$ cat src/rtl/core/des_pkg.sv
// Shared types and constants of the disk elevator scheduler.
`default_nettype none

package des_pkg;

  localparam int MAX_REQUESTS = 32;
  localparam int CYL_BITS     = 16;
  localparam int CNT_W        = $clog2(MAX_REQUESTS + 1);
  localparam int IDX_W        = $clog2(MAX_REQUESTS);
  localparam int MOVE_W       = 22;
  localparam int DSIZE_W      = 17;
  localparam int CFG_IDX_W    = 2;
  localparam int CFG_DATA_W   = 17;

  localparam logic [CFG_IDX_W-1:0] CFG_START_CYLINDER = 2'd0;
  localparam logic [CFG_IDX_W-1:0] CFG_NUM_CYLS       = 2'd1;
  localparam logic [CFG_IDX_W-1:0] CFG_SCAN_MODE      = 2'd2;

  localparam logic [DSIZE_W-1:0] CYL_MAX = DSIZE_W'((64'd1 << CYL_BITS) - 64'd1);

  typedef logic [CYL_BITS-1:0] cyl_t;
  typedef logic [MOVE_W-1:0]   move_t;
  typedef logic [CNT_W-1:0]    cnt_t;

  typedef struct packed {
    cyl_t cylinder;
    logic batch_end;
  } in_word_t;

  typedef struct packed {
    cyl_t  visit_cylinder;
    move_t running_movement;
    logic  is_disk_end;
    logic  final_res;
  } out_word_t;

  // Schedule settings derived from the configuration registers.
  typedef struct packed {
    cyl_t start_cylinder;
    cyl_t top_cylinder;
    logic top_en;
  } sched_cfg_t;

  typedef enum logic [3:0] {
    S_IDLE,
    S_INS,
    S_PUT,
    S_BATCH,
    S_SPLIT,
    S_RD,
    S_CALC,
    S_TOP,
    S_OUT
  } state_t;

  typedef enum logic [1:0] {
    PH_UP,
    PH_TOP,
    PH_DOWN
  } phase_t;

endpackage

`default_nettype wire

$ cat src/rtl/core/des_ram.sv
// Simple dual-port RAM with one write port and a registered read port.
`default_nettype none

module des_ram #(
  parameter int WIDTH = 16,
  parameter int DEPTH = 32
) (
  input  wire logic                     clk,
  input  wire logic                     we,
  input  wire logic [$clog2(DEPTH)-1:0] waddr,
  input  wire logic [WIDTH-1:0]         wdata,
  input  wire logic [$clog2(DEPTH)-1:0] raddr,
  output logic      [WIDTH-1:0]         rdata
);

  logic [WIDTH-1:0] mem [DEPTH];

  always_ff @(posedge clk) begin
    if (we) begin
      mem[waddr] <= wdata;
    end
  end

  always_ff @(posedge clk) begin
    rdata <= mem[raddr];
  end

endmodule

`default_nettype wire

$ cat src/rtl/core/des_seq.sv
// Sequencer: insertion sort into the request RAM, split search and visit emission.
`default_nettype none

module des_seq (
  input  wire logic                        clk,
  input  wire logic                        rst,
  input  wire logic                        in_valid,
  output logic                             in_ready,
  input  wire des_pkg::in_word_t           in_data,
  output logic                             out_valid,
  input  wire logic                        out_ready,
  output des_pkg::out_word_t               out_data,
  input  wire des_pkg::sched_cfg_t         cfg,
  output logic                             ram_we,
  output logic [des_pkg::IDX_W-1:0]        ram_waddr,
  output des_pkg::cyl_t                    ram_wdata,
  output logic [des_pkg::IDX_W-1:0]        ram_raddr,
  input  wire des_pkg::cyl_t               ram_rdata
);

  import des_pkg::*;

  state_t    state;
  state_t    state_next;
  phase_t    phase;
  cnt_t      count;
  cnt_t      n;
  cnt_t      idx;
  cnt_t      split;
  cyl_t      v;
  logic      endf;
  cyl_t      head;
  move_t     total;
  out_word_t out_word;

  logic      accept;
  logic      store_ok;
  cnt_t      count_p1;
  cnt_t      count_m1;
  cnt_t      idx_p1;
  cnt_t      idx_m1;
  cnt_t      idx_m2;
  cnt_t      split_m1;
  logic      rd_gt_v;
  logic      rd_gt_head;
  logic      top_hit_rd;
  logic      top_hit_head;
  cyl_t      vis_cyl;
  cyl_t      gap;
  logic [MOVE_W:0] sum;
  move_t     sum_sat;
  logic      final_rd;

  assign accept     = in_valid && in_ready;
  assign store_ok   = count < CNT_W'(MAX_REQUESTS);
  assign count_p1   = count + CNT_W'(1);
  assign count_m1   = count - CNT_W'(1);
  assign idx_p1     = idx + CNT_W'(1);
  assign idx_m1     = idx - CNT_W'(1);
  assign idx_m2     = idx - CNT_W'(2);
  assign split_m1   = split - CNT_W'(1);
  assign rd_gt_v    = ram_rdata > v;
  assign rd_gt_head = ram_rdata > head;
  assign top_hit_rd   = cfg.top_en && (ram_rdata < cfg.top_cylinder);
  assign top_hit_head = cfg.top_en && (head < cfg.top_cylinder);

  // Distance and saturating movement total for the visit being formed.
  assign vis_cyl = (state == S_TOP) ? cfg.top_cylinder : ram_rdata;
  assign gap     = (vis_cyl >= head) ? (vis_cyl - head) : (head - vis_cyl);
  assign sum     = (MOVE_W + 1)'(total) + (MOVE_W + 1)'(gap);
  assign sum_sat = sum[MOVE_W] ? '1 : sum[MOVE_W-1:0];

  // An upward visit is the last only if nothing lies below and no end visit follows.
  assign final_rd = (phase == PH_DOWN) ? (idx == '0)
                  : ((idx_p1 == n) && (split == '0) && !top_hit_rd);

  assign out_valid = (state == S_OUT);
  assign out_data  = out_word;

  always_ff @(posedge clk) begin
    if (rst) begin
      state <= S_IDLE;
    end else begin
      state <= state_next;
    end
  end

  always_comb begin
    state_next = state;
    unique case (state)
      S_IDLE: begin
        if (accept) begin
          if (store_ok && (count != '0)) begin
            state_next = S_INS;
          end else if (in_data.batch_end) begin
            state_next = S_BATCH;
          end
        end
      end
      S_INS: begin
        if (rd_gt_v) begin
          state_next = (idx == CNT_W'(1)) ? S_PUT : S_INS;
        end else begin
          state_next = endf ? S_BATCH : S_IDLE;
        end
      end
      S_PUT:   state_next = endf ? S_BATCH : S_IDLE;
      S_BATCH: state_next = S_SPLIT;
      S_SPLIT: begin
        if (rd_gt_head) begin
          state_next = S_RD;
        end else if (idx_p1 == n) begin
          state_next = S_TOP;
        end
      end
      S_RD:   state_next = S_CALC;
      S_CALC: state_next = S_OUT;
      S_TOP: begin
        if (top_hit_head) begin
          state_next = S_OUT;
        end else begin
          state_next = (split == '0) ? S_IDLE : S_RD;
        end
      end
      S_OUT: begin
        if (out_ready) begin
          unique case (phase)
            PH_UP:   state_next = (idx_p1 < n) ? S_RD : S_TOP;
            PH_TOP:  state_next = (split == '0) ? S_IDLE : S_RD;
            PH_DOWN: state_next = (idx == '0) ? S_IDLE : S_RD;
            default: state_next = S_IDLE;
          endcase
        end
      end
      default: state_next = S_IDLE;
    endcase
  end

  always_comb begin
    in_ready  = 1'b0;
    ram_we    = 1'b0;
    ram_waddr = idx[IDX_W-1:0];
    ram_wdata = v;
    ram_raddr = idx[IDX_W-1:0];
    unique case (state)
      S_IDLE: begin
        in_ready = 1'b1;
        if (accept && store_ok) begin
          if (count == '0) begin
            ram_we    = 1'b1;
            ram_waddr = '0;
            ram_wdata = in_data.cylinder;
          end else begin
            ram_raddr = count_m1[IDX_W-1:0];
          end
        end
      end
      S_INS: begin
        ram_we    = 1'b1;
        ram_waddr = idx[IDX_W-1:0];
        if (rd_gt_v) begin
          // Shift the larger entry up one place and look one further down.
          ram_wdata = ram_rdata;
          ram_raddr = idx_m2[IDX_W-1:0];
        end else begin
          ram_wdata = v;
        end
      end
      S_PUT: begin
        ram_we    = 1'b1;
        ram_waddr = '0;
        ram_wdata = v;
      end
      S_BATCH: ram_raddr = '0;
      S_SPLIT: ram_raddr = idx_p1[IDX_W-1:0];
      S_RD:    ram_raddr = idx[IDX_W-1:0];
      S_CALC, S_TOP, S_OUT: begin
        ram_we = 1'b0;
      end
      default: ram_we = 1'b0;
    endcase
  end

  always_ff @(posedge clk) begin
    if (rst) begin
      count <= '0;
      phase <= PH_UP;
      head  <= '0;
      total <= '0;
    end else begin
      case (state)
        S_IDLE: begin
          if (accept) begin
            v    <= in_data.cylinder;
            endf <= in_data.batch_end;
            idx  <= count;
            if (store_ok && (count == '0)) begin
              if (in_data.batch_end) begin
                n     <= CNT_W'(1);
                count <= '0;
              end else begin
                count <= CNT_W'(1);
              end
            end else if (!store_ok && in_data.batch_end) begin
              // The store is full: the word is dropped but the batch still starts.
              n     <= count;
              count <= '0;
            end
          end
        end
        S_INS, S_PUT: begin
          if ((state == S_INS) && rd_gt_v) begin
            idx <= idx_m1;
          end else if (endf) begin
            n     <= count_p1;
            count <= '0;
          end else begin
            count <= count_p1;
          end
        end
        S_BATCH: begin
          idx   <= '0;
          head  <= cfg.start_cylinder;
          total <= '0;
        end
        S_SPLIT: begin
          if (rd_gt_head) begin
            split <= idx;
            phase <= PH_UP;
          end else if (idx_p1 == n) begin
            split <= n;
          end else begin
            idx <= idx_p1;
          end
        end
        S_CALC: begin
          out_word <= '{visit_cylinder: ram_rdata, running_movement: sum_sat,
                        is_disk_end: 1'b0, final_res: final_rd};
          head     <= ram_rdata;
          total    <= sum_sat;
        end
        S_TOP: begin
          if (top_hit_head) begin
            phase    <= PH_TOP;
            out_word <= '{visit_cylinder: cfg.top_cylinder, running_movement: sum_sat,
                          is_disk_end: 1'b1, final_res: (split == '0)};
            head     <= cfg.top_cylinder;
            total    <= sum_sat;
          end else if (split != '0) begin
            idx   <= split_m1;
            phase <= PH_DOWN;
          end
        end
        S_OUT: begin
          if (out_ready) begin
            case (phase)
              PH_UP: begin
                if (idx_p1 < n) begin
                  idx <= idx_p1;
                end
              end
              PH_TOP: begin
                idx   <= split_m1;
                phase <= PH_DOWN;
              end
              default: begin
                if (idx != '0) begin
                  idx <= idx_m1;
                end
              end
            endcase
          end
        end
        default: begin
          count <= count;
        end
      endcase
    end
  end

endmodule

`default_nettype wire

$ cat src/rtl/core/disk_elevator_scheduler_top.sv
// Top level of the disk elevator scheduler: configuration registers, sequencer and request RAM.
//
// Usage: cylinder requests arrive as words on the in channel (valid/ready); the word
// with batch_end set closes the batch. Each request is placed in sorted position in
// the request RAM as it arrives, written directly into an empty store and otherwise
// with one RAM read and shift per larger stored entry; words beyond MAX_REQUESTS in
// one batch are dropped. After the closing word the block scans the sorted RAM for
// the first request above the start cylinder, then emits one out word per visit:
// upward requests, the disk end in SCAN mode when the head is below it, then the
// downward requests. A visit from the RAM passes through S_RD, S_CALC and S_OUT, the
// disk end through S_TOP and S_OUT; S_OUT holds while out_ready is low, and the
// out word stays registered and stable. The in channel is not ready while a batch is
// being served. Configuration is written through cfg_we / cfg_index / cfg_data; the
// user must write it only while idle; the block does not enforce it. Reset clears the
// request count and loads start_cylinder 0, a cylinder count of 65536 and SCAN mode.
`default_nettype none

module disk_elevator_scheduler_top (
  input  wire logic                              clk,
  input  wire logic                              rst,
  input  wire logic                              in_valid,
  output logic                                   in_ready,
  input  wire des_pkg::in_word_t                 in_data,
  output logic                                   out_valid,
  input  wire logic                              out_ready,
  output des_pkg::out_word_t                     out_data,
  input  wire logic                              cfg_we,
  input  wire logic [des_pkg::CFG_IDX_W-1:0]     cfg_index,
  input  wire logic [des_pkg::CFG_DATA_W-1:0]    cfg_data
);

  import des_pkg::*;

  cyl_t                start_cylinder;
  logic [DSIZE_W-1:0]  num_cyls;
  logic                scan_mode;
  logic [DSIZE_W-1:0]  top_full;
  sched_cfg_t          cfg;

  logic                ram_we;
  logic [IDX_W-1:0]    ram_waddr;
  cyl_t                ram_wdata;
  logic [IDX_W-1:0]    ram_raddr;
  cyl_t                ram_rdata;

  always_ff @(posedge clk) begin
    if (rst) begin
      start_cylinder <= '0;
      num_cyls       <= DSIZE_W'(65536);
      scan_mode      <= 1'b1;
    end else if (cfg_we) begin
      unique case (cfg_index)
        CFG_START_CYLINDER: start_cylinder <= cfg_data[CYL_BITS-1:0];
        CFG_NUM_CYLS:       num_cyls       <= cfg_data[DSIZE_W-1:0];
        CFG_SCAN_MODE:      scan_mode      <= cfg_data[0];
        default:            scan_mode      <= scan_mode;
      endcase
    end
  end

  // The top cylinder saturates at the largest cylinder number; size zero has no top.
  assign top_full           = num_cyls - DSIZE_W'(1);
  assign cfg.start_cylinder = start_cylinder;
  assign cfg.top_cylinder   = (top_full > CYL_MAX) ? CYL_MAX[CYL_BITS-1:0]
                                                   : top_full[CYL_BITS-1:0];
  assign cfg.top_en         = scan_mode && (num_cyls != '0);

  des_seq u_seq (
    .clk       (clk),
    .rst       (rst),
    .in_valid  (in_valid),
    .in_ready  (in_ready),
    .in_data   (in_data),
    .out_valid (out_valid),
    .out_ready (out_ready),
    .out_data  (out_data),
    .cfg       (cfg),
    .ram_we    (ram_we),
    .ram_waddr (ram_waddr),
    .ram_wdata (ram_wdata),
    .ram_raddr (ram_raddr),
    .ram_rdata (ram_rdata)
  );

  des_ram #(
    .WIDTH (CYL_BITS),
    .DEPTH (MAX_REQUESTS)
  ) u_ram (
    .clk   (clk),
    .we    (ram_we),
    .waddr (ram_waddr),
    .wdata (ram_wdata),
    .raddr (ram_raddr),
    .rdata (ram_rdata)
  );

endmodule

`default_nettype wire

$ cat config.mk
export PLATFORM = sky130hd
export DESIGN_NAME = disk_elevator_scheduler_top
export DESIGN_NICKNAME = d
export VERILOG_FILES = /design/src/rtl/core/des_pkg.sv /design/src/rtl/core/des_ram.sv /design/src/rtl/core/des_seq.sv /design/src/rtl/core/disk_elevator_scheduler_top.sv
export SDC_FILE = /design/constraint.sdc
export NUM_CORES = 1
export LEC_CHECK = 0
export ABC_AREA = 1
export BUFFER_PORTS_ARGS = -buffer_cell sky130_fd_sc_hd__buf_2
export CAP_MARGIN = 20
export CORE_MARGIN = 5
export CORE_UTILIZATION = 34
export DETAILED_ROUTE_END_ITERATION = 8
export PLACE_DENSITY_LB_ADDON = 0.05
export SLEW_MARGIN = 20
export SYNTH_ARGS = -nofsm -noshare
export SYNTH_HDL_FRONTEND = slang
export SYNTH_SLANG_ARGS = --single-unit
$ cat constraint.sdc
create_clock -name clk -period 16.7 [get_ports clk]
set_clock_uncertainty 0.05 [all_clocks]
set_input_delay 0.835 -clock clk [delete_from_list [all_inputs] [get_ports clk]]
set_output_delay 0.835 -clock clk [all_outputs]
set_load 0.03 [all_outputs]
; After elaboration in Yosys (flattened, before gate mapping)
; Memories as Yosys holds them, arrays and structs flattened. A register that Yosys moved wholly into a read port is not among the register bits.
; Cells that the tools add are included.
[word_totals]
ram_bits = 512
inputBits = 41
out_inout_bits = 42
regBits = 159
n_memories = 1
[memory_table]
columns = name, words, word_bits, read_ports, rd_ports_with_merged_regs, wr, line_no
row1 = u_ram.mem, 32, 16, 1, 1, 1, des_ram.sv:16  ; logic [WIDTH-1:0] mem [DEPTH];
[classes]
n_addsub = 10
mux = 76
bitwise_logic = 1
reduce_logical = 42
eq_ne = 33
n_lt_le_gt_ge = 8
[ops]
columns = cell, n
row1 = $mux 6, 22
row2 = $mux 16, 7
row3 = $pmux 40 s2, 1
row4 = $pmux 22 s3, 1
row5 = $pmux 16 s3, 1
row6 = $mux 22, 2
row7 = $mux 40, 1
row8 = $pmux 4 s9, 1
row9 = $pmux 6 s2, 3
row10 = $pmux 6 s6, 1
row11 = $gt 16x16->1, 2
row12 = $lt 16x16->1, 2
row13 = $mux 4, 8
row14 = $pmux 16 s2, 1
row15 = $sub 16x16->16, 2
row16 = $mux 5, 5
row17 = $reduce_bool 6->1, 4
row18 = $add 22x16->23, 1
row19 = $pmux 5 s4, 1
row20 = $logic_not 6->1, 3
row21 = $gt 17x16->1 const B, 1
row22 = $reduce_bool 17->1, 1
row23 = $sub 17x1->17 const B, 1
row24 = $eq 4x3->1 const B, 4
row25 = other kinds (41), 94

; Longest topological paths before layout
; Gate-level depths: netlist of run 1.
[depth]
ltp_word = 10
ltp_mapped = 42
mapped_depth_nobuf = 41

; Cells and area by module
; From an unflattened synthesis of run 1, not the netlist that was laid out.
[hier_totals]
hier_cells = 3583
hier_area_um2 = 34056.4
[modules_own_cells]
columns = module, n_inst, area_each_um2, cells_each
row1 = des_ram, 1, 21301.7, 1794
row2 = des_seq, 1, 10871.7, 1514
row3 = disk_elevator_scheduler_top, 1, 1883.1, 275

; Worst setup path before layout of run 1
; No wires, ideal clock.
[synth_path]
kind = reg2reg
startpoint = register num_cyls[0]
endpoint = register u_seq.out_word (netlist bit u_seq.out_data[4]), data pin
slack_ns = 11.077
period_less_slack_ns = 5.623
required_ns = 16.364
arrival_time_ns = 5.288
n_path_buf = 4
stages_incl_launch_ff = 37
path_cell_list = dfxtp_1 inv_1 ha_1 nand3_1 nor2_1 nand3_1 xor2_1 or2_0 nor2_1 nand3_1 buf_2 nand3_1 nand2_1 o21ai_1 ha_1 nand2_1 nor2_1 inv_1 o211ai_1 nand2_1 nand3_1 buf_2 buf_2 nand2_1 o21ai_0 xnor2_1 inv_1 ha_1 a21oi_1 o21ai_0 a21oi_1 o21ai_1 nand3_1 nand2_1 nand4_1 clkbuf_1 o21ai_0
[synth_between]
elab_chain_len = 10
word_cells_on_any_way = 12
classes_between = 4 x add/sub / 2 x order compare / 6 x mux
[synth_rtl]
columns = element, line_no
row1 = "start, declared", disk_elevator_scheduler_top.sv:35  ; logic [DSIZE_W-1:0] num_cyls;
row2 = "start signal, assigned", disk_elevator_scheduler_top.sv:54  ; CFG_NUM_CYLS: num_cyls <= cfg_data[DSIZE_W-1:0];
row3 = $sub 17x1->17 (*), disk_elevator_scheduler_top.sv:62  ; assign top_full = num_cyls - DSIZE_W'(1);
row4 = $gt 17x16->1, disk_elevator_scheduler_top.sv:64  ; assign cfg.top_cylinder = (top_full > CYL_MAX) ? CYL_MAX[CYL_BITS-1:0]
row5 = $mux 16 (*), disk_elevator_scheduler_top.sv:64
row6 = $mux 16 (*), des_seq.sv:68  ; assign vis_cyl = (state == S_TOP) ? cfg.top_cylinder : ram_rdata;
row7 = net u_seq.vis_cyl[6], des_seq.sv:48  ; cyl_t vis_cyl;
row8 = $sub 16x16->16 or $ge 16x16->1 (tied branches), des_seq.sv:69  ; assign gap = (vis_cyl >= head) ? (vis_cyl - head) : (head - vis_cyl);
row9 = $mux 16 (*), des_seq.sv:69
row10 = $add 22x16->23 (*), des_seq.sv:70  ; assign sum = (MOVE_W + 1)'(total) + (MOVE_W + 1)'(gap);
row11 = $mux 22 (*), des_seq.sv:71  ; assign sum_sat = sum[MOVE_W] ? '1 : sum[MOVE_W-1:0];
row12 = net u_seq.sum_sat[2], des_seq.sv:51  ; move_t sum_sat;
row13 = $mux 40, des_seq.sv:243  ; if (top_hit_head) begin
row14 = $pmux 40 s2 (*), des_seq.sv:191  ; case (state)
row15 = "end signal, assigned", des_seq.sv:237  ; out_word <= '{visit_cylinder: ram_rdata, running_movement: sum_sat,
row16 = "end signal, assigned", des_seq.sv:245  ; out_word <= '{visit_cylinder: cfg.top_cylinder, running_movement: sum_sat,
row17 = "end, declared", des_seq.sv:34  ; out_word_t out_word;
; The timed path passes the listed nets; every way through them passes the cells marked *. The select of a mux whose other input is x is not followed.
; A chain may end at the register's enable or synchronous reset.

; Final worst setup path of run 1
[layout_path]
startpoint = register num_cyls[0]
endpoint = register u_seq.total[0]
[layout_between]
elab_chain_len = 10
word_cells_on_any_way = 18
classes_between = 4 x add/sub / 3 x order compare / 1 x eq/ne / 6 x mux / 4 x reduce/logical
[layout_rtl]
columns = element, line_no
row1 = $sub 17x1->17 (*), disk_elevator_scheduler_top.sv:62
row2 = $gt 17x16->1, disk_elevator_scheduler_top.sv:64
row3 = $mux 16 (*), disk_elevator_scheduler_top.sv:64
row4 = $mux 16 (*), des_seq.sv:68
row5 = net u_seq.vis_cyl[4], des_seq.sv:48
row6 = $sub 16x16->16 or $ge 16x16->1 (tied branches), des_seq.sv:69
row7 = $mux 16 (*), des_seq.sv:69
row8 = $add 22x16->23 (*), des_seq.sv:70
row9 = $mux 22 (*), des_seq.sv:71
row10 = net u_seq.sum_sat[0], des_seq.sv:51
row11 = $mux 22, des_seq.sv:243
row12 = $pmux 22 s3 (*), des_seq.sv:191
row13 = "end signal, assigned", des_seq.sv:240  ; total <= sum_sat;
row14 = "end signal, assigned", des_seq.sv:248  ; total <= sum_sat;
row15 = "end, declared", des_seq.sv:33  ; move_t total;
; Marked as above.

==> summary.txt, run 1 <==
Detailed routing
  • Antenna-violating nets left: 0
  • Total wire length: 117000 um
  • Detailed Routing Iterations Pass 1: 6
  • Routed vias: between 20000 and 30000
  • Residual DRC: 0
  • Via density: between 5 and 6
  • DRT iter0 DRCs: roughly 2400
  • Average wire per standard cell: around 23 um

CTS
  • Clk_lat worst skew: around 650 ps
  • CTS Sinks: slightly below 700
  • Clock Path Buffers: 3
  • CTS root buf: clkbuf_16
  • CTS buffer count: 83
  • Post-CTS Setup Inserts: 0
  • Htree depth: 3
  • Post-cts sizing count: 0
  • TritonCTS clock tree: yes
  • Clock-pin slew on the worst setup and hold paths: around 60 ps
  • Hold_buf cts: 0

Yosys
  • Seq/Total Area, Yosys: 57.5%
  • Commonest cells post-synth: nand2_1 (755), nand3_1 (588), edfxtp_1 (587), inv_1 (331), nor2_1 (185)
  • FFs w/ async S/R, synth: 0%
  • Top FF cell, synth: edfxtp_1
  • Yosys top cell area share: 51.7%
  • Synth Instances: 3558
  • Most common cell in the synthesized netlist: nand2_1
  • Area leader, netlist: edfxtp_1
  • Post-synth cell types: 60
  • Synth warn: 0
  • Syn_nets: 3728
  • FF+latch count, synth: between 600 and 700
  • Synth Area per Inst: roughly 9.6 um2
  • Syn Std Cell Area: between 30000 and 40000 um2
  • Top post-synthesis cells by area: edfxtp_1 (52%), nand3_1 (8.6%), nand2_1 (8.3%)
  • Post-synth EDFFs: about 600

Global route
  • Total track usage: 21.2%
  • Overflow after GRT: 0
  • Number of global-route vias before repair: 25900
  • First-pass GRT wire length: roughly 170000 um
  • Pin count of the biggest net entering global routing: about 110
  • Initial antenna violation count: 1

Layout
  • Share of layout cells above drive strength 1: roughly a tenth
  • Total Nets Final: about 3800
  • Synthesis-to-finish area growth: 14.0%

Setup path
  • Worst Path Required: between 15000 and 20000 ps
  • Worst setup SP type: flop
  • R2R setup slack: around 8600 ps
  • Crit Path Class: reg2reg
  • Worst R2R End: u_seq.total[0]$_SDFFE_PP0P_
  • Slowest CP cell: nand3_1
  • Max stage delay on crit path: roughly 630 ps
  • Worst Reg2Reg Path Length in Cells: 36
  • Crit path buffers/inverters: 7
  • Most used cell, CP: nand2_1
  • CP top delay family: simple AND/OR/NAND/NOR gates
  • Critical Path AT: between 8000 and 9000 ps
  • Setup crit end kind: flop
  • R2r startpoint: num_cyls[0]$_SDFFE_PP0P_
  • Launch point of the worst path: num_cyls[0]$_SDFFE_PP0P_
  • CP max FO: 22
  • Worst path depth: 36
  • Critical path endpoint: u_seq.total[0]$_SDFFE_PP0P_

STA
  • Final setup viols: 0
  • Final slew viol count: 0
  • Fin. Hold Viols: 0
  • RSZ-0062 raised after global routing: false
  • Fin crit period: a little over 8000 ps
  • Worst-Margin Slew: ~1100 ps
  • Period Utilization, post-route: between 40% and 50%
  • Total negative slack: 0 ps
  • Max Fclk: roughly 120 MHz
  • Slew HR: between 20% and 30%

Floorplanning
  • Die Y: between 300 and 400 um
  • Starting Density: roughly a third
  • FP Rows: between 100 and 150
  • Core box area: between 90000 and 100000 um2
  • Die area: between 100000 and 150000 um2
  • Die width: approximately 330 um
  • Top Ports: 83

Place
  • HPWL after DPL: approximately 74000 um
  • Count of input and output buffers: 82
  • RePlAce Congestion: 0.853

Flow run
  • Max Cap Viol: 0

Min path
  • Worst Hold Class: in2reg
  • Hold-critical path depth: 1

Outcome
  • Status: completed
==> layer usage <==
layer / share of wire [%] / wire length, um / track usage, %
met5: 0 / 0 / 0
met4: 2.6 / 3020 / 6.08
met3: 5.1 / 5990 / 3.31
met2: 47 / 54700 / 34.7
met1: 45 / 52900 / 29.4
==> logic make-up after synthesis <==
| logic type | Yosys count | synth area share (%) |
|---|---|---|
| AND/OR/NAND/NOR | 1702 | 22.3 |
| multiplexers | 1 | 0.0293 |
| AO/OA/AOI/OAI | 454 | 7.39 |
| flip-flops | 687 | 57.5 |
| buffers and inverters | 531 | 6.54 |
| XOR/XNOR | 54 | 1.39 |
| adder cells (fa/ha/maj) | 129 | 4.80 |
==> state kept, by name (all words and copies together), names as in the netlist <==
signal / count
u_seq.n: 6
u_seq.phase: 2
u_seq.idx: 6
u_seq.endf: 1
u_seq.out_data: 40
start_cylinder: 16
u_seq.total: 22
u_seq.count: 6
u_seq.split: 6
u_ram.mem: 512
u_seq.head: 16
scan_mode: 1
u_seq.state: 4
num_cyls: 17
u_ram.rdata: 16
u_seq.v: 16
==> final cells by class <==
cell class	count	area [um2]
Multi-Input combinational cell	2340	12600
Sequential cell	687	19600
Inverter	342	1280
Clock inverter	43	358
Antenna cell	1	2.50
Fill cell	9957	61000
Timing Repair Buffer	162	1060
Tap cell	1298	1620
Clock buffer	110	2300
==> worst min-delay path by stage <==
stage | from | end | slack [ps]
after floorplan | start_cylinder[15]$_SDFFE_PP0P_ | start_cylinder[15]$_SDFFE_PP0P_ | 380
after global placement | u_seq.total[7]$_SDFFE_PP0P_ | u_seq.total[7]$_SDFFE_PP0P_ | 400
after detailed placement | u_seq.total[13]$_SDFFE_PP0P_ | u_seq.total[13]$_SDFFE_PP0P_ | 410
after CTS | in_data[15] | u_seq.v[14]$_DFFE_PP_ | 290
after global routing | in_data[15] | u_seq.v[14]$_DFFE_PP_ | 310
final | in_data[15] | u_seq.v[14]$_DFFE_PP_ | 340
==> cell usage in the layout (no fill, tap or decap), types with 5 or more instances in the layout <==
cell type | synthesis | routed
a211oi_1 | 5 | 5
a21o_1 | 7 | 7
a21oi_1 | 133 | 131
a31oi_1 | 9 | 9
buf_2 | 105 | 82
buf_4 | 15 | 76
clkbuf_1 | 58 | 19
clkbuf_16 | 0 | 87
clkinv_1 | 3 | 17
clkinv_2 | 0 | 17
dfxtp_1 | 100 | 100
edfxtp_1 | 587 | 587
ha_1 | 126 | 126
inv_1 | 331 | 331
inv_2 | 8 | 7
nand2_1 | 755 | 752
nand2_2 | 5 | 6
nand3_1 | 588 | 588
nand4_1 | 113 | 113
nor2_1 | 185 | 184
nor2_2 | 6 | 6
nor2_4 | 4 | 5
nor3_1 | 25 | 24
o2111ai_1 | 6 | 6
o21a_1 | 6 | 6
o21ai_0 | 174 | 174
o21ai_1 | 65 | 65
o221ai_1 | 21 | 5
o221ai_4 | 0 | 16
o31ai_1 | 5 | 5
xnor2_1 | 20 | 20
xor2_1 | 34 | 34
==> per-stage QoR <==
step	setup WS (ps)	util [%]	instances	hold WS (ps)	instance area, um2
after CTS	8330	38.9	4978	295	38800
after floorplan	11080	-	3558	380	34100
final	8610	38.9	4983	343	38900
after global placement	8490	36.2	4825	400	36100
after global routing	7760	38.9	4982	308	38900
after detailed placement	8420	36.2	4825	409	36100
Power of run 1 is not shown: default switching activity piles up to over one toggle a cycle in this logic, so the estimate is an artifact.
==> inputs of run 2 (changes only) <==
==> constraint.sdc (replaced) <==
create_clock -name clk -period 6.64 [get_ports clk]
set_clock_uncertainty 0.05 [all_clocks]
set_input_delay 0.332 -clock clk [delete_from_list [all_inputs] [get_ports clk]]
set_output_delay 0.332 -clock clk [all_outputs]
set_load 0.03 [all_outputs]
==> run 2 against run 1 <==
Compared with the run above:
- hold slack worse by 250 ps
- maximum frequency up 34%
- worst setup slack worse by 8000 ps
- routed wire length down 0.76%
- global-route usage down 0.17 points
==> summary.txt, run 2 (synthesis results as in run 1) <==
Global route
  • Number of global-route vias before repair: 25900 (-0.027%)
  • Total track usage: 21.1% (-0.17 points)
  • First-pass GRT wire length: 171000 um (-0.86%)
  • Pin count of the biggest net entering global routing: 148 (+40%)
  • Initial antenna violation count: 2 (+1)
  • Overflow after GRT: 0 (unchanged)

Layout
  • Largest register FFs: 512 (unchanged)
  • Share of layout cells above drive strength 1: 10.7% (+1.4 points)
  • Fillers: 9966 (+0.090%)
  • Design Area, Final: 39600 um2 (+1.9%)
  • Largest Register: u_ram.mem
  • Most common cell after layout, fill and taps aside: nand2_1
  • Total Nets Final: 3857 (+1.9%)
  • Final non-filler cell total: 5050 (+1.3%)
  • Synthesis-to-finish area growth: 16.2%
  • Most used cells in the layout excluding fill and tap cells: nand2_1 (750), edfxtp_1 (587), nand3_1 (585)
  • Final core occ: 39.7% (+0.75 points)

Flow run
  • Max Cap Viol: 0 (unchanged)

STA
  • Fin. Hold Viols: 0 (unchanged)
  • Worst-Margin Slew: 1000 ps (-108 ps)
  • Final slew viol count: 0 (unchanged)
  • WHS: 90.7 ps (-253 ps)
  • Final setup viols: 0 (unchanged)
  • Max Fclk: 166 MHz (+34%)
  • Fin crit period: 6020 ps (-2080 ps)
  • Slew HR: 32.8% (+7.0 points)
  • Period Utilization, post-route: 90.6% (+42 points)

Setup path
  • Max stage delay on crit path: 330 ps (-300 ps)
  • Worst R2R End: u_seq.total[0]$_SDFFE_PP0P_
  • Critical Path AT: 6440 ps (-2160 ps)
  • CP max FO: 10 (-55%)
  • Slowest CP cell: o31ai_2
  • Crit Path Class: reg2reg
  • Worst setup SP type: flop
  • CP top delay family: simple AND/OR/NAND/NOR gates
  • Worst Reg2Reg Path Length in Cells: 35 (-2.8%)
  • Worst Path Required: 7060 ps (-10150 ps)
  • R2r startpoint: num_cyls[0]$_SDFFE_PP0P_
  • R2R setup slack: 620 ps (-7980 ps)
  • Setup crit end kind: flop
  • Crit path buffers/inverters: 6 (-1)

Power
  • Worst VDD drop: slightly above 0.0004 V
  • PD cells: roughly 590 nW/um2
  • Leakage: 0.0156 uW

Floorplanning
  • Die Y: 327 um (unchanged)
  • Starting Density: 34.2% (unchanged)
  • Die width: 327 um (unchanged)
  • FP Rows: 116 (unchanged)
  • Die area: 107000 um2 (unchanged)
  • Top Ports: 83 (unchanged)
  • Core box area: 99900 um2 (unchanged)

Detailed routing
  • Detailed Routing Iterations Pass 1: 6 (unchanged)
  • DRT iter0 DRCs: 1971 (-19%)
  • Via density: 5.24 (-1.3%)
  • Residual DRC: 0 (unchanged)
  • Average wire per standard cell: 22.9 um (-2.1%)
  • Total wire length: 116000 um (-0.76%)
  • Routed vias: 26500 (-0.0038%)
  • Antenna-violating nets left: 0 (unchanged)

Outcome
  • Status: completed

Place
  • Count of input and output buffers: 82 (unchanged)
  • HPWL after DPL: 73900 um (-0.34%)
  • RePlAce Congestion: 0.873 (+2.4%)
  • Dpl cells: 4861 (+0.75%)
  • Area after DPL: 36400 um2 (+0.80%)

Min path
  • Worst Hold Class: in2reg
  • Hold-critical path depth: 6 (+5)
  • Hold Startpoint: out_ready
  • Worst Hold Path EP: u_seq.state[3]$_SDFFE_PP0P_

CTS
  • TritonCTS clock tree: yes
  • Clock Path Buffers: 3 (unchanged)
  • CTS Sinks: 687 (unchanged)
  • Htree depth: 3 (unchanged)
  • CTS root buf: clkbuf_16
  • CTS buffer count: 80 (-3.6%)
  • Clock-pin slew on the worst setup and hold paths: 60 ps (about the same)
  • Clk_lat worst skew: 660 ps (about the same)
-- run 2: cell types whose count changed in the layout (fill, tap and decap cells not counted), moves of 4 or more --
cell,before,now
nor2_1,184,179
buf_4,76,111
o21ai_2,1,6
o21ai_0,174,169
clkinv_2,17,12
nor2_2,6,10
dlygate4sd3_1,0,36
ha_1,126,122
-- run 2: how the worst max path moves through the flow --
stage	cells after the start	startpoint	endpoint	slack, ps
floorplan	36	num_cyls[0]$_SDFFE_PP0P_	u_seq.out_data[4]$_DFFE_PP_	1020
global placement	40	num_cyls[0]$_SDFFE_PP0P_	u_seq.total[19]$_SDFFE_PP0P_	50
detailed placement	39	num_cyls[0]$_SDFFE_PP0P_	u_seq.total[19]$_SDFFE_PP0P_	-20
CTS	38	num_cyls[0]$_SDFFE_PP0P_	u_seq.total[19]$_SDFFE_PP0P_	30
global route	38	num_cyls[0]$_SDFFE_PP0P_	u_seq.total[2]$_SDFFE_PP0P_	-9
finish	35	num_cyls[0]$_SDFFE_PP0P_	u_seq.total[0]$_SDFFE_PP0P_	620
-- run 2: per-layer routing --
layer  GRT usage [%]  vias to the layer above  routed length (um)
met2            34.8                      713               54900
met3            3.25                      156                5620
met1            28.6                    13000               51500
li1                -                    12700                   -
met5               0                        -                   0
met4            6.64                        0                3820
-- run 2: report_power, final --
part	internal [uW]	total [uW]	switching [uW]
clock network	2550	4380	1830
logic	3420	12800	9330
registers	6160	6440	277
-- run 2: what timing repair did --
action,4_1_cts,5_1_grt
endpoints found under the setup margin,2,44
hold endpoints to repair,48,0
buffers inserted,1,1
pin swaps,1,7
gates resized for setup,1,32
hold buffers,36,0
-- run 2: through the flow --
stage | total power (uW) | setup TNS (ps) | setup slack, ps
2_1_floorplan | 14100 | 0 | 1020
6_report | 23600 | 0 | 625
4_1_cts | 23700 | 0 | 33.9
3_5_place_dp | 19200 | -34.1 | -24.3
3_3_place_gp | 19100 | 0 | 52.8
5_1_grt | 25100 | -15.4 | -8.76
-- run 2: worst min-delay path, delay by kind of cell --
| kind | cells | cell delay (ps) |
|---|---|---|
| and+or+nand+nor | 3 | 190 |
| buffers and inverters | 3 | 210 |
-- run 2: layout make-up --
type                       instances  area, um2  area share (%)
inverter                         342       1280            3.24
multi-input combinational       2340      12700            32.1
tap                             1298       1620            4.10
clock inverter                    40        367           0.925
sequential                       687      19600            49.5
antenna                            1       2.50         0.00631
timing repair buffer             236       1770            4.45
clock buffer                     106       2240            5.66
(Power assumes the default switching activity.)
